File: config.mk
export PLATFORM = sky130hd
export DESIGN_NAME = hkt_queue
export DESIGN_NICKNAME = d
export VERILOG_FILES = /design/src/rtl/hkt_queue.sv
export SDC_FILE = /design/constraint.sdc
export NUM_CORES = 1
export LEC_CHECK = 0
export ABC_CLOCK_PERIOD_IN_PS = 2440
export BUFFER_PORTS_ARGS = -buffer_cell sky130_fd_sc_hd__buf_2
export CAP_MARGIN = 20
export CELL_PAD_IN_SITES_DETAIL_PLACEMENT = 0
export CELL_PAD_IN_SITES_GLOBAL_PLACEMENT = 2
export CORE_MARGIN = 4
export CORE_UTILIZATION = 36
export CTS_BUF_LIST = sky130_fd_sc_hd__clkbuf_16
export DETAILED_ROUTE_END_ITERATION = 8
export GPL_TIMING_DRIVEN = 0
export PLACE_DENSITY_LB_ADDON = 0.15
export RECOVER_POWER = 25
export SLEW_MARGIN = 25
export SYNTH_ARGS = -nofsm -noshare
export SYNTH_HDL_FRONTEND = slang
export SYNTH_SLANG_ARGS = --single-unit
File: constraint.sdc
create_clock -name clk -period 2.44 [get_ports clk]
set_input_delay 0.244 -clock clk [delete_from_list [all_inputs] [get_ports clk]]
set_output_delay 0.244 -clock clk [all_outputs]
set_load 0.005 [all_outputs]
File: src/rtl/hkt_queue.sv
// Two-entry queue between the hashing front and the table back.
module hkt_queue #(
  parameter int W = 8
) (
  input  logic         clk,
  input  logic         rst,
  input  logic         push,
  input  logic [W-1:0] push_data,
  input  logic         pop,
  output logic [W-1:0] pop_data,
  output logic         full,
  output logic         empty
);
  logic [W-1:0] slots [2];
  logic         wr_ptr;
  logic         rd_ptr;
  logic [1:0]   fill;

  assign full     = (fill == 2'd2);
  assign empty    = (fill == 2'd0);
  assign pop_data = slots[rd_ptr];

  always_ff @(posedge clk) begin
    if (push) begin
      slots[wr_ptr] <= push_data;
    end
  end

  always_ff @(posedge clk) begin
    if (rst) begin
      wr_ptr <= 1'b0;
      rd_ptr <= 1'b0;
      fill   <= 2'd0;
    end else begin
      if (push) wr_ptr <= ~wr_ptr;
      if (pop) rd_ptr <= ~rd_ptr;
      fill <= fill + {1'b0, push} - {1'b0, pop};
    end
  end
endmodule

# --- After elaboration in Yosys (flattened, before gate mapping) ---
# Memories as Yosys holds them, arrays and structs flattened. A register that Yosys moved wholly into a read port is not among the register bits.
# Cells that the tools add are included.
totals:
  register_bits: 4
  input_bits: 12
  elab_cells: 14
  ramBits: 16
  out_inout_bits: 10
  memories: 1
op_classes:
  addsub: 2
  eq_ne: 1
  reduce_logical: 1
  bitwise_logic: 2
  n_mux: 4
memory_table:
  columns: ["name", "words", "word_bits", "rd", "rd_ports_with_merged_regs", "wr", "line", "text"]
  rows:
  - ["slots", 2, 8, 1, 1, 1, "14", "logic [W-1:0] slots [2];"]
op_table:
  columns: ["cell", "count"]
  rows:
  - ["$mux W1", 4]
  - ["$add A2 B1 Y2", 1]
  - ["$eq A2 B2 Y1 const B", 1]
  - ["$logic_not A2 Y1", 1]
  - ["$not A1 Y1", 2]
  - ["$sub A2 B1 Y2", 1]

# --- Longest topological paths before layout ---
depth:
  depth_word: 3
  mapped_depth: 6
  mapped_depth_nobuf: 6

# --- Worst setup path after synthesis ---
# Ideal clock, no wire load.
synth_timing:
  kind: "reg-to-reg"
  startpoint: "register fill[0]"
  endpoint: "register fill[1]"
  path_buffers: 0
  required_ns: 2.330
  setup_ns: 0.110
  period_less_slack_ns: 1.141
  arrival_ns: 1.031
  path_slack_ns: 1.299
  path_stages_with_launch: 7
  path_cell_list: "dfxtp_1 > inv_1 > ha_1 > inv_1 > ha_1 > xnor3_1 > nor2_1"
synth_via:
  elab_chain_cells: 2
synth_rtl:
  columns: ["element", "line", "text"]
  rows:
  - ["start: declaration", "17", "logic [1:0] fill;"]
  - ["start signal: assignment", "37", "fill <= fill + {1'b0, push} - {1'b0, pop};"]
  - ["$add A2 B1 Y2", "37", null]
  - ["$sub A2 B1 Y2", "37", null]
# Every way passes these cells.
# A chain may end at the register's enable or synchronous reset.

==> impl_metrics.yaml <==
synthesis:
  synth_area_um2: 792
  synthCells: 46
  ys_seq_elements: 21
  synth_area_leaders: "edfxtp_1 (61%), dfxtp_1 (13%), mux2_2 (11%)"
  synth_top_area_share_pct: 60.7
  synth_most_common_cell: "edfxtp_1"
  yosysSeqAreaShare_pct: 73.3
  syn_nets: 60
  synth-edff-count: 16
  synth_top_area_cell: "edfxtp_1"
  dominantRegCellSynth: "edfxtp_1"
  synth_area_per_cell_um2: 17.2
  netlist_top_cells_count: "edfxtp_1 (16), mux2_2 (8), dfxtp_1 (5), nor2_1 (5), nor2b_1 (3)"
  synthArstFlopShare_pct: 0
  yosysUniqueCellTypes: 11
  yosysWarningCount: 0
clocking:
  clockBufferDepth: 2
  clkLatencyLatePin_ns: 0.25
  cts-buffers-inserted: 3
  post_cts_resized: 0
  cts_tree: "done"
  cts_sinks: 21
  cts_max_level: 1
  cts_hold_buf: 0
  clk_pin_slew_worst_paths_ns: 0.05
  root_buffer: "clkbuf_16"
  post_cts_buffers: 0
setup_path:
  r2r-start: "wr_ptr"
  r2r_slack_ns: 1.16
  reg2regPathDepth: 1
  arrival_ns: 1.24
  startpoint_type: "register"
  cp_num_buf_inv: 2
  cp.required_ns: 2.20
  r2r-end: "slots[0][0]"
  criticalPathCategory: "reg -> out"
  cp-end-kind: "primary output"
  crit_path_top_delay_cell: "mux2_2"
  cpPeakStageDelay_ns: 0.37
  crit_family: "multiplexers"
  crit_top_cell: "buf_2"
  critPathMaxFanout: 8
  path_cells: "buf_2 > mux2_2 > buf_2"
power:
  total_power_mw: 0.867
  peakVddDrop_uv: 459
  leakage_nw: 0.410
  powerDensity_mw_per_mm2: 857
sta:
  fmax_ghz: 0.672
  setup_viol_count_final: 0
  worst_pin_slew_ns: 0.745
  rsz0062_at_grt: "no"
  skew_ns: 0.00103
  whs_ns: 0.184
  finalCritPeriodShare_pct: 61.0
  tns_ns: 0
  min_period_ns: 1.49
  drv_slew: 0
  hold_viol: 0
  max-slew-margin-rel_pct: 50.2
global_route:
  antenna_found_initial: 0
  first_global_vias: 395
  grt_usage_pct: 8.67
  overflow: 0
  grt_max_degree: 13
  grt_pass1_wl_mm: 1.73
outcome:
  status: "completed"
placed_design:
  routabilityCongestion: 0.600
  io_buffers: 21
detailed_routing:
  first_iter_violations: 14
  drtPass1Iterations: 2
  num_vias: 410
  wl_per_cell_um: 11.5
  viasPerCell: 4.18
  remaining_drc_errors: 0
  ant_nets: 0
  drt-total-wl_mm: 1.13
die:
  die_area_mm2: 0.00301
  die_height_um: 54.9
  ios: 22
  initial_utilization_pct: 39.2
  core_area_mm2: 0.00202
  die_w_um: 54.9
  rows: 16
cells_and_area:
  area_growth_syn_to_layout_pct: 27.6
  fin_nets: 86
  drive_above_1_share_pct: 47.9
  antennaDiodeCount: 0
worst_hold_path:
  hold_start: "push_data[5]"
  hold_class: "in -> reg"
  hold_end: "slots[0][5]"
  whs_path_depth: 1
flow_run:
  maxCapViolCount: 0
-- state kept, by name, summed over array words and instances (netlist names), named ones only --
signal,cells
wr_ptr,1
fill,2
slots,16
rd_ptr,1
-- layer usage --
layer	GRT usage, %	up-vias	wire length (µm)
li1	-	214	-
met1	8.84	184	481
met2	16.1	12	578
met3	1.88	0	66
met4	4.86	0	0
met5	0	-	0
-- worst max-delay path by stage --
| stage | from | to | slack, ns | depth (start not counted) |
|---|---|---|---|---|
| floorplan | fill[0] | fill[1] | 1.30 | 6 |
| global placement | push | slots[0][0] | 1.07 | 2 |
| detailed placement | push | slots[0][0] | 1.05 | 2 |
| CTS | register | pop_data[2] | 0.93 | 3 |
| global route | register | pop_data[1] | 0.90 | 3 |
| finish | register | pop_data[2] | 0.95 | 3 |
-- cells in the final DEF (no fill, tap or decap) --
cell,instances
and2_1,1
buf_2,22
clkbuf_16,3
clkinv_2,1
dfxtp_1,5
edfxtp_1,16
ha_1,2
inv_1,2
mux2_2,8
nor2_1,5
nor2b_1,3
xnor2_1,2
xnor3_1,1
-- power by group --
group          switching (mW)  leakage (nW)  internal [mW]  total, mW
clock                   0.111        0.0409          0.219      0.330
sequential             0.0108         0.192          0.416      0.427
combinational          0.0455         0.177         0.0642      0.110
total                   0.167         0.410          0.700      0.867
-- metrics by stage --
step / cell area (µm²) / cells / util (%) / worst slack [ns]
after floorplan: 792 / 46 / - / 1.30
after global placement: 931 / 94 / 46.0 / 1.07
after detailed placement: 931 / 94 / 46.0 / 1.05
after CTS: 1010 / 98 / 50.0 / 0.934
after global routing: 1010 / 98 / 50.0 / 0.896
final: 1010 / 98 / 50.0 / 0.951
-- kinds of logic after synthesis --
family / after synthesis / synth area share, %
XOR/XNOR: 3 / 5.06
adder cells (fa/ha/maj): 2 / 3.16
buffers and inverters: 3 / 1.58
flip-flops: 21 / 73.3
multiplexers: 8 / 11.4
AND/OR/NAND/NOR: 9 / 5.53
-- layout make-up --
cell class,instances,area (µm²)
fillers,186,1010
repair buffers,21,105
flip-flops and latches,21,581
clock inverters,1,5.00
well taps,27,33.8
multi-input cells,22,199
inverters,2,7.51
clock buffers,3,75.1
plain buffers,1,5.00
(Power assumes the default switching activity.)
