### src/rtl/hkt_pkg.sv
// Shared types and constants of the hashed key table.
package hkt_pkg;
  localparam logic [31:0] FNV_PRIME    = 32'd16777619;
  localparam logic [31:0] FNV_BASIS    = 32'd2166136261;
  localparam logic [31:0] HASH_EMPTY   = 32'h0000_0000;
  localparam logic [31:0] HASH_DELETED = 32'hFFFF_FFFF;

  typedef enum logic [1:0] {
    REQ_INSERT = 2'd0,
    REQ_LOOKUP = 2'd1,
    REQ_REMOVE = 2'd2,
    REQ_CLEAR  = 2'd3
  } req_t;

  localparam logic [1:0] ST_OK      = 2'd0;
  localparam logic [1:0] ST_FULL    = 2'd1;
  localparam logic [1:0] ST_MISSING = 2'd2;

  // Operation handed from the hashing front to the table back.
  typedef struct packed {
    req_t        req;
    logic [31:0] hash;
  } op_t;
endpackage

### src/rtl/hkt_front.sv
// Hashing front: folds key bytes into FNV-1a and queues finished operations.
module hkt_front #(
  parameter int VALUE_WIDTH = 32
) (
  input  logic                   clk,
  input  logic                   rst,
  input  logic                   in_valid,
  output logic                   in_stall,
  input  logic [1:0]             req_type,
  input  logic [7:0]             key_byte,
  input  logic                   key_last,
  input  logic [VALUE_WIDTH-1:0] value_in,
  input  logic                   hold,
  input  logic                   q_full,
  output logic                   q_push,
  output hkt_pkg::op_t           q_op,
  output logic [VALUE_WIDTH-1:0] q_value
);
  import hkt_pkg::*;

  logic [31:0] running_hash;
  logic [31:0] product;
  logic        accept;

  assign product  = (running_hash ^ {24'd0, key_byte}) * FNV_PRIME;
  assign in_stall = hold || (key_last && q_full);
  assign accept   = in_valid && !in_stall;
  assign q_push   = accept && key_last;
  assign q_value  = value_in;

  always_comb begin
    q_op.req = req_t'(req_type);
    if (product == HASH_EMPTY) begin
      q_op.hash = 32'd1;
    end else if (product == HASH_DELETED) begin
      q_op.hash = HASH_DELETED - 32'd1;
    end else begin
      q_op.hash = product;
    end
  end

  always_ff @(posedge clk) begin
    if (rst) begin
      running_hash <= FNV_BASIS;
    end else if (accept) begin
      running_hash <= key_last ? FNV_BASIS : product;
    end
  end
endmodule

### config.mk
export PLATFORM = sky130hd
export DESIGN_NAME = hkt_front
export DESIGN_NICKNAME = d
export VERILOG_FILES = /design/src/rtl/hkt_pkg.sv /design/src/rtl/hkt_front.sv
export SDC_FILE = /design/constraint.sdc
export NUM_CORES = 1
export LEC_CHECK = 0
export BUFFER_PORTS_ARGS = -buffer_cell sky130_fd_sc_hd__buf_4
export CAP_MARGIN = 10
export CORE_MARGIN = 2
export CORE_UTILIZATION = 64
export CTS_CLUSTER_DIAMETER = 60
export DETAILED_ROUTE_END_ITERATION = 12
export PLACE_DENSITY = 0.95
export SYNTH_ARGS = -nofsm -noshare
export SYNTH_HDL_FRONTEND = slang
export SYNTH_SLANG_ARGS = --single-unit
### constraint.sdc
create_clock -name clk -period 29.2 [get_ports clk]
set_input_delay 8.76 -clock clk [delete_from_list [all_inputs] [get_ports clk]]
set_output_delay 8.76 -clock clk [all_outputs]
set_load 0.005 [all_outputs]
* Word level (Yosys, flattened, before mapping)
Cells that the tools add are included.
** Word-level totals
- Flip-flop bits (word level) :: 32
- Output and inout port bits :: 68
- Logic and storage cells :: 13
** Cells by class
- $mul :: 1
- Equal/unequal tests :: 1
- Mux-type cells :: 3
- Bitwise gates (word level) :: 1
- Reductions and logical operators :: 6
** Operators with widths (number)
- 32-bit 2-to-1 mux :: 3
- 32-bit == test (second input constant) :: 1
- 32-bit logical NOT :: 1
- 32-bit by 25-bit multiplier with 32-bit output (second input constant) :: 1
- 32-bit by 8-bit XOR with 32-bit output :: 1
- 1-bit logical AND :: 3
- 1-bit logical NOT :: 1
- 1-bit logical OR :: 1

* Depth between registers and ports, before layout
Gate-level depths: netlist (run 1).
- Depth after elaboration :: 5
- Mapped depth :: 22
- Mapped depth without buffers :: 22

* Worst setup path before layout (run 1)
OpenSTA, ideal clock, no wires.
- Path type :: input -> output
- From :: in key_byte[3]
- To :: out q_op[1] in the netlist's numbering
- Arrival :: 13.933 ns
- Data required time :: 20.440 ns
- Slack :: 6.507 ns
- Cell stages on the path :: 21
- Path buffers :: 1
- Path through :: xnor2_1 -> inv_1 -> xnor2_1 -> ha_1 -> fa_1 -> ha_1 -> fa_1 -> ha_1 -> fa_1 -> ha_1 -> clkbuf_2 -> a21oi_1 -> o21ai_0 -> nor2b_1 -> nor3_2 -> a31oi_4 -> a211o_1 -> a21o_1 -> xnor2_1 -> nor4_2 -> o21a_1
** RTL lines
- start: declaration :: RTL line hkt_front.sv:10 : input logic [7:0] key_byte,
- end: declaration :: RTL line hkt_front.sv:16 : output hkt_pkg::op_t q_op,

==> results.py, run 1 <==
metrics = {
    "place": {
        "dp_hpwl_um": 15000,
        "place_congestion": 0.946,
        "portBuffers": 47,
    },
    "floorplan": {
        "num_io_pins": 116,
        "coreArea_um2": 10800,
        "die_w_um": 109,
        "fp.dieH_um": 109,
        "initial_core_util_pct": 65.5,
        "fp-row-count": 38,
        "die_area_um2": 12000,
    },
    "drt": {
        "routedWlPerCell_um": 19.8,
        "drt.antenna.violating_nets": 0,
        "drc_errors": 0,
        "drtIter0Drc": 663,
        "viasPerCell": 6.24,
        "wl_um": 17800,
        "vias": 5620,
        "firstDrtPassIters": 6,
    },
    "global_routing": {
        "grt_pass1_vias": 5763,
        "grt_pass1_wl_um": 28700,
        "track_usage_pct": 31.3,
        "antenna_found_initial": 0,
        "grt_overflow_total": 0,
        "grt_max_degree": 39,
    },
    "status": {
        "outcome": "completed",
    },
    "clock_network": {
        "cts_tree": "done",
        "cts.htree.levels": 2,
        "post_cts_buffers": 0,
        "clk-insertion-delay-late_ns": 0.30,
        "cts_num_sinks": 32,
        "root_buffer": "clkbuf_8",
        "clk_pin_slew_ns": 0.08,
        "cts_buffer_depth": 2,
        "cts_hold_buf": 0,
        "post_cts_resized": 0,
        "numCtsBuffers": 5,
    },
    "synthesis": {
        "ys_warn_count": 0,
        "syn_area_um2": 7110,
        "ys_types": 50,
        "synthCells": 762,
        "synth.yosys.seq_area_share_pct": 9.02,
        "synth_common_cells": "179 x ha_1, 101 x inv_1, 74 x fa_1",
        "synth_area_leaders": "ha_1 32%, fa_1 21%, dfxtp_1 9.0%",
        "yosysMostFrequentCell": "ha_1",
        "syn_area_per_cell_um2": 9.32,
        "synth_flop_cell": "dfxtp_1",
        "synth-edff-count": 0,
        "synth_nets": 1063,
        "ys_ff_latch": 32,
        "synth_top_cell_by_area": "ha_1",
        "async_flop_share_pct": 0,
        "yosysTopAreaCellShare_pct": 31.5,
    },
    "setup_path": {
        "crit_arrival_ns": 15.25,
        "rr_worst_depth": 21,
        "critPathCaptureType": "primary output",
        "critPathMaxFanout": 7,
        "worstSetupPathType": "in -> out",
        "start_kind": "input pin",
        "r2r_setup_slack_ns": 22.67,
        "worstPathRequired_ns": 20.44,
        "worstReg2RegStart": "running_hash[3]$_SDFFE_PP0P_",
        "r2r_end": "running_hash[30]$_SDFFE_PP0P_",
    },
    "timing": {
        "max_slew_margin_pct": 14.6,
        "tightest_slew_ns": 1.28,
        "clock_skew_ns": 0.0125,
        "period_share_pct": 82.2,
        "drv_slew": 0,
        "finalSetupViolCount": 0,
        "clock.fmax_mhz": 41.7,
        "fin_tns_setup_ns": 0,
        "period_needed_ns": 24.01,
        "rsz0062_at_grt": "no",
        "hold_viol": 0,
    },
    "layout": {
        "diodes": 0,
        "fillers": 827,
        "largest_reg_flops": 32,
        "top_regs": "running_hash x32",
        "fin_nets": 1062,
        "area_growth_pct": 3.86,
        "drive_gt1_share_pct": 8.80,
        "largest_register": "running_hash",
    },
    "hold_path": {
        "hold_class": "reg -> reg",
        "hold_depth": 2,
        "timing.hold.worst.start": "running_hash[3]$_SDFFE_PP0P_",
        "min_to": "running_hash[3]$_SDFFE_PP0P_",
    },
    "flow_run": {
        "max_cap_violations": 0,
    },
}
==> metrics by stage <==
stage	hold WS (ns)	utilization, %	area (um2)	instances	setup slack [ns]
floorplan	0.444	-	7110	762	6.51
global placement	0.452	67.3	7300	894	5.42
detailed placement	0.459	67.3	7300	894	5.33
CTS	0.468	68.1	7380	901	5.30
global route	0.514	68.1	7380	901	4.83
finish	0.469	68.1	7380	901	5.19
==> routing by layer <==
metal	share of wire (%)	track usage (%)	vias up
met5	0	0	-
met4	4.1	12.6	0
met3	8.6	4.27	71
met2	48	53.0	294
met1	39	40.5	2674
li1	-	-	2581
==> cell families after synthesis <==
logic type               after synthesis  share of synthesized area, %
multiplexers                           1                         0.158
AO/OA/AOI/OAI                        113                          11.1
adder cells (fa/ha/maj)              253                          52.4
flip-flops                            32                          9.02
buffers and inverters                157                          10.2
AND/OR/NAND/NOR                      153                          10.4
XOR/XNOR                              53                          6.73
==> final cells by class <==
class / instances / area (um2) / area share (%)
well taps: 140 / 175 / 2.37
flip-flops and latches: 32 / 641 / 8.68
repair buffers: 48 / 360 / 4.88
clock inverters: 2 / 12.5 / 0.170
inverters: 101 / 379 / 5.14
multi-input cells: 573 / 5740 / 77.8
clock buffers: 5 / 68.8 / 0.933
==> worst max-delay path, stage by stage <==
cell	delay, ns
buf_4	0.11
xnor2_1	0.61
inv_1	0.28
xnor2_1	0.21
ha_1	0.32
fa_1	0.44
ha_1	0.22
fa_1	0.52
ha_1	0.33
fa_1	0.49
ha_1	0.41
a21oi_1	0.21
o21ai_0	0.12
a31oi_1	0.42
o21ai_0	0.17
xor2_1	0.48
nand4_1	0.16
nor4_1	0.20
nand4_1	0.18
nor4_2	0.29
o21ai_0	0.14
buf_4	0.16
==> worst max-delay path by stage <==
stage / slack (ns) / depth (start not counted) / to / startpoint
3_3_place_gp: 5.42 / 22 / q_op[0] / key_byte[3]
6_report: 5.19 / 22 / q_op[0] / key_byte[3]
4_1_cts: 5.30 / 22 / q_op[0] / key_byte[3]
5_1_grt: 4.83 / 22 / q_op[0] / key_byte[3]
2_1_floorplan: 6.51 / 21 / q_op[1] / key_byte[3]
3_5_place_dp: 5.33 / 22 / q_op[0] / key_byte[3]
==> cells in the final DEF (no fill, tap or decap), types with 4 or more instances in the layout <==
cell / instances
a22oi_1: 15
a211oi_1: 5
o21a_1: 7
buf_4: 48
nand2_1: 43
ha_1: 179
a21o_1: 13
a21oi_1: 31
fa_1: 74
clkbuf_8: 5
dfxtp_1: 32
nand3_1: 14
xnor2_1: 41
nand2b_1: 4
and3_1: 4
nor4_1: 5
xor2_1: 11
o211ai_1: 9
nor2_1: 46
inv_1: 101
nand4_1: 17
nor3_1: 5
o21ai_0: 14
Power of run 1 is not shown: default switching activity piles up to over one toggle a cycle in this logic, so the estimate is an artifact.
==> run 2: changes to the inputs <==
--- a/config.mk
+++ b/config.mk
@@ -5,13 +5,14 @@
 export SDC_FILE = /design/constraint.sdc
 export NUM_CORES = 1
 export LEC_CHECK = 0
+export ABC_AREA = 1
 export BUFFER_PORTS_ARGS = -buffer_cell sky130_fd_sc_hd__buf_4
 export CAP_MARGIN = 10
 export CORE_MARGIN = 2
-export CORE_UTILIZATION = 64
+export CORE_UTILIZATION = 55
 export CTS_CLUSTER_DIAMETER = 60
 export DETAILED_ROUTE_END_ITERATION = 12
-export PLACE_DENSITY = 0.95
+export PLACE_DENSITY = 0.86
 export SYNTH_ARGS = -nofsm -noshare
 export SYNTH_HDL_FRONTEND = slang
 export SYNTH_SLANG_ARGS = --single-unit
==> constraint.sdc (replaced) <==
create_clock -name clk -period 20.6 [get_ports clk]
set_input_delay 6.18 -clock clk [delete_from_list [all_inputs] [get_ports clk]]
set_output_delay 6.18 -clock clk [all_outputs]
set_load 0.005 [all_outputs]
==> results.py, run 2 <==
metrics = {
    "status": {
        "outcome": "completed",
    },
    "timing": {
        "hold_viol": 0,
        "period_share_pct": 88.4,
        "worst_slack_ns": 2.40,
        "fin_tns_setup_ns": 0,
        "tightest_slew_ns": 0.871,
        "finalSetupViolCount": 0,
        "clock.fmax_mhz": 54.9,
        "holdWs_ns": 0.481,
        "clock_skew_ns": 0.00493,
        "rsz0062_at_grt": "no",
        "period_needed_ns": 18.20,
        "drv_slew": 0,
        "max_slew_margin_pct": 41.5,
    },
    "synthesis": {
        "yosysTopAreaCellShare_pct": 28.1,
        "ys_warn_count": 0,
        "ys_types": 33,
        "synth_top_cell_by_area": "ha_1",
        "synth_flop_cell": "dfxtp_1",
        "syn_area_per_cell_um2": 7.47,
        "synth.yosys.seq_area_share_pct": 8.05,
        "synth-edff-count": 0,
        "synth_nets": 1366,
        "async_flop_share_pct": 0,
        "synth_area_leaders": "ha_1 28%, fa_1 19%, nand2_1 13%",
        "synth_common_cells": "268 x nand2_1, 206 x inv_1, 179 x ha_1",
        "ys_ff_latch": 32,
        "synthCells": 1065,
        "syn_area_um2": 7960,
        "yosysMostFrequentCell": "nand2_1",
    },
    "setup_path": {
        "critPathLaunch": "key_byte[1]",
        "endpoint": "q_op[0]",
        "crit_path_frequent_cell": "ha_1",
        "crit_arrival_ns": 12.02,
        "crit_chain": "buf_4 -> xnor2_1 -> inv_1 -> ha_1 -> ha_1 -> ha_1 -> ha_1 -> fa_1 -> ha_1 -> fa_1 -> ha_1 -> nand2_2 -> inv_1 -> a21oi_1 -> nand2_2 -> xnor2_1 -> nand2_1 -> nor3_1 -> nand4_1 -> nor3_2 -> inv_1 -> nand2_1 -> buf_4",
        "r2r_setup_slack_ns": 14.99,
        "critPathBufInv": 5,
        "critPathCaptureType": "primary output",
        "start_kind": "input pin",
        "cp.depth": 23,
        "critPathTopFamily": "adder cells",
        "r2r_end": "running_hash[31]$_SDFFE_PP1P_",
        "critPathMaxFanout": 5,
        "worstSetupPathType": "in -> out",
        "max_stage_delay_ns": 0.68,
        "worstReg2RegStart": "running_hash[1]$_SDFFE_PP0P_",
        "cpMaxStageDelayCell": "xnor2_1",
        "worstPathRequired_ns": 14.42,
        "rr_worst_depth": 22,
    },
    "layout": {
        "final_common_cell": "nand2_1",
        "fin_nets": 1380,
        "largest_reg_flops": 32,
        "area_growth_pct": 5.83,
        "largest_register": "running_hash",
        "diodes": 0,
        "drive_gt1_share_pct": 9.91,
        "final_util_pct": 60.2,
        "top_regs": "running_hash x32",
        "mostFrequentLayoutCells": "268 x nand2_1, 206 x inv_1, 179 x ha_1",
    },
    "clock_network": {
        "cts_hold_buf": 0,
        "root_buffer": "clkbuf_16",
        "post_cts_buffers": 0,
        "numCtsBuffers": 5,
        "clk_pin_slew_ns": 0.05,
        "post_cts_resized": 0,
        "cts_tree": "done",
        "cts.htree.levels": 2,
        "cts_buffer_depth": 2,
        "clk-insertion-delay-late_ns": 0.29,
        "cts_num_sinks": 32,
    },
    "place": {
        "dp_slack_ns": 2.58,
        "place_congestion": 1.00,
        "portBuffers": 47,
        "dp_hpwl_um": 18100,
    },
    "global_routing": {
        "track_usage_pct": 27.8,
        "grt_overflow_total": 0,
        "grt_max_degree": 47,
        "grt_pass1_vias": 7050,
        "grt_pass1_wl_um": 34600,
        "antenna_found_initial": 0,
    },
    "flow_run": {
        "max_cap_violations": 0,
    },
    "drt": {
        "met1_length_um": 8580,
        "drc_errors": 0,
        "firstDrtPassIters": 6,
        "routedWlPerCell_um": 17.0,
        "wl_um": 21400,
        "viasPerCell": 5.53,
        "wl_met3_um": 1740,
        "drtIter0Drc": 569,
        "drt.antenna.violating_nets": 0,
        "vias": 6962,
        "dr_wl_met2_um": 10100,
        "top_layer_used": "met4",
    },
    "hold_path": {
        "hold_class": "reg -> reg",
    },
    "floorplan": {
        "fp.dieH_um": 124,
        "fp-row-count": 43,
        "die_area_um2": 15500,
        "num_io_pins": 116,
        "coreArea_um2": 14000,
        "die_w_um": 124,
        "initial_core_util_pct": 56.9,
    },
}
run 2: cell types whose count changed in the layout (fill, tap and decap cells not counted), sizes merged, moves of 13 or more:
| cell | previous run | this run |
|---|---|---|
| nor2 | 46 | 68 |
| xnor2 | 41 | 19 |
| a22oi | 15 | 1 |
| inv | 101 | 218 |
| a21oi | 31 | 49 |
| a21o | 13 | 0 |
| nand3 | 14 | 37 |
| nand2 | 43 | 281 |
run 2: worst min-delay path by stage:
stage | start | endpoint | slack [ns] | cells after the start
floorplan | running_hash[1]$_SDFFE_PP0P_ | running_hash[1]$_SDFFE_PP0P_ | 0.46 | 2
CTS | running_hash[3]$_SDFFE_PP0P_ | running_hash[3]$_SDFFE_PP0P_ | 0.48 | 2
finish | running_hash[3]$_SDFFE_PP0P_ | running_hash[3]$_SDFFE_PP0P_ | 0.48 | 2
detailed placement | running_hash[1]$_SDFFE_PP0P_ | running_hash[1]$_SDFFE_PP0P_ | 0.47 | 2
global placement | running_hash[1]$_SDFFE_PP0P_ | running_hash[1]$_SDFFE_PP0P_ | 0.47 | 2
global route | running_hash[3]$_SDFFE_PP0P_ | running_hash[3]$_SDFFE_PP0P_ | 0.52 | 2
run 2: area by class of cell:
| class | count | area, um2 |
|---|---|---|
| Clock inverter | 2 | 10.0 |
| Fill cell | 1191 | 5560 |
| Multi-Input combinational cell | 770 | 6200 |
| Clock buffer | 6 | 139 |
| Tap cell | 180 | 225 |
| Sequential cell | 32 | 641 |
| Inverter | 219 | 822 |
| Timing Repair Buffer | 51 | 383 |
run 2: per-layer routing:
| layer | track usage [%] | vias up |
|---|---|---|
| li1 | - | 3312 |
| met1 | 35.6 | 3248 |
| met2 | 45.6 | 317 |
| met3 | 4.64 | 85 |
| met4 | 13.7 | 0 |
| met5 | 0 | - |
run 2: worst min-delay path: cells and delay by family (launching register included):
family / cells / cell delay (ns)
flops: 1 / 0.31
simple gates: 1 / 0.06
compound gates: 1 / 0.05
run 2: per-stage QoR:
stage,cells,cell area [um2]
after global placement,1252,8280
final,1260,8420
after detailed placement,1252,8280
after CTS,1260,8420
after floorplan,1065,7960
after global routing,1260,8420
run 2: kinds of logic after synthesis:
kind of cell	share of synthesized area, %
AND/OR/NAND/NOR	22.2
buffers and inverters	14.0
adder cells (fa/ha/maj)	46.7
AO/OA/AOI/OAI	4.10
XOR/XNOR	4.87
flip-flops	8.05
Power of run 2 is left out for the same reason.
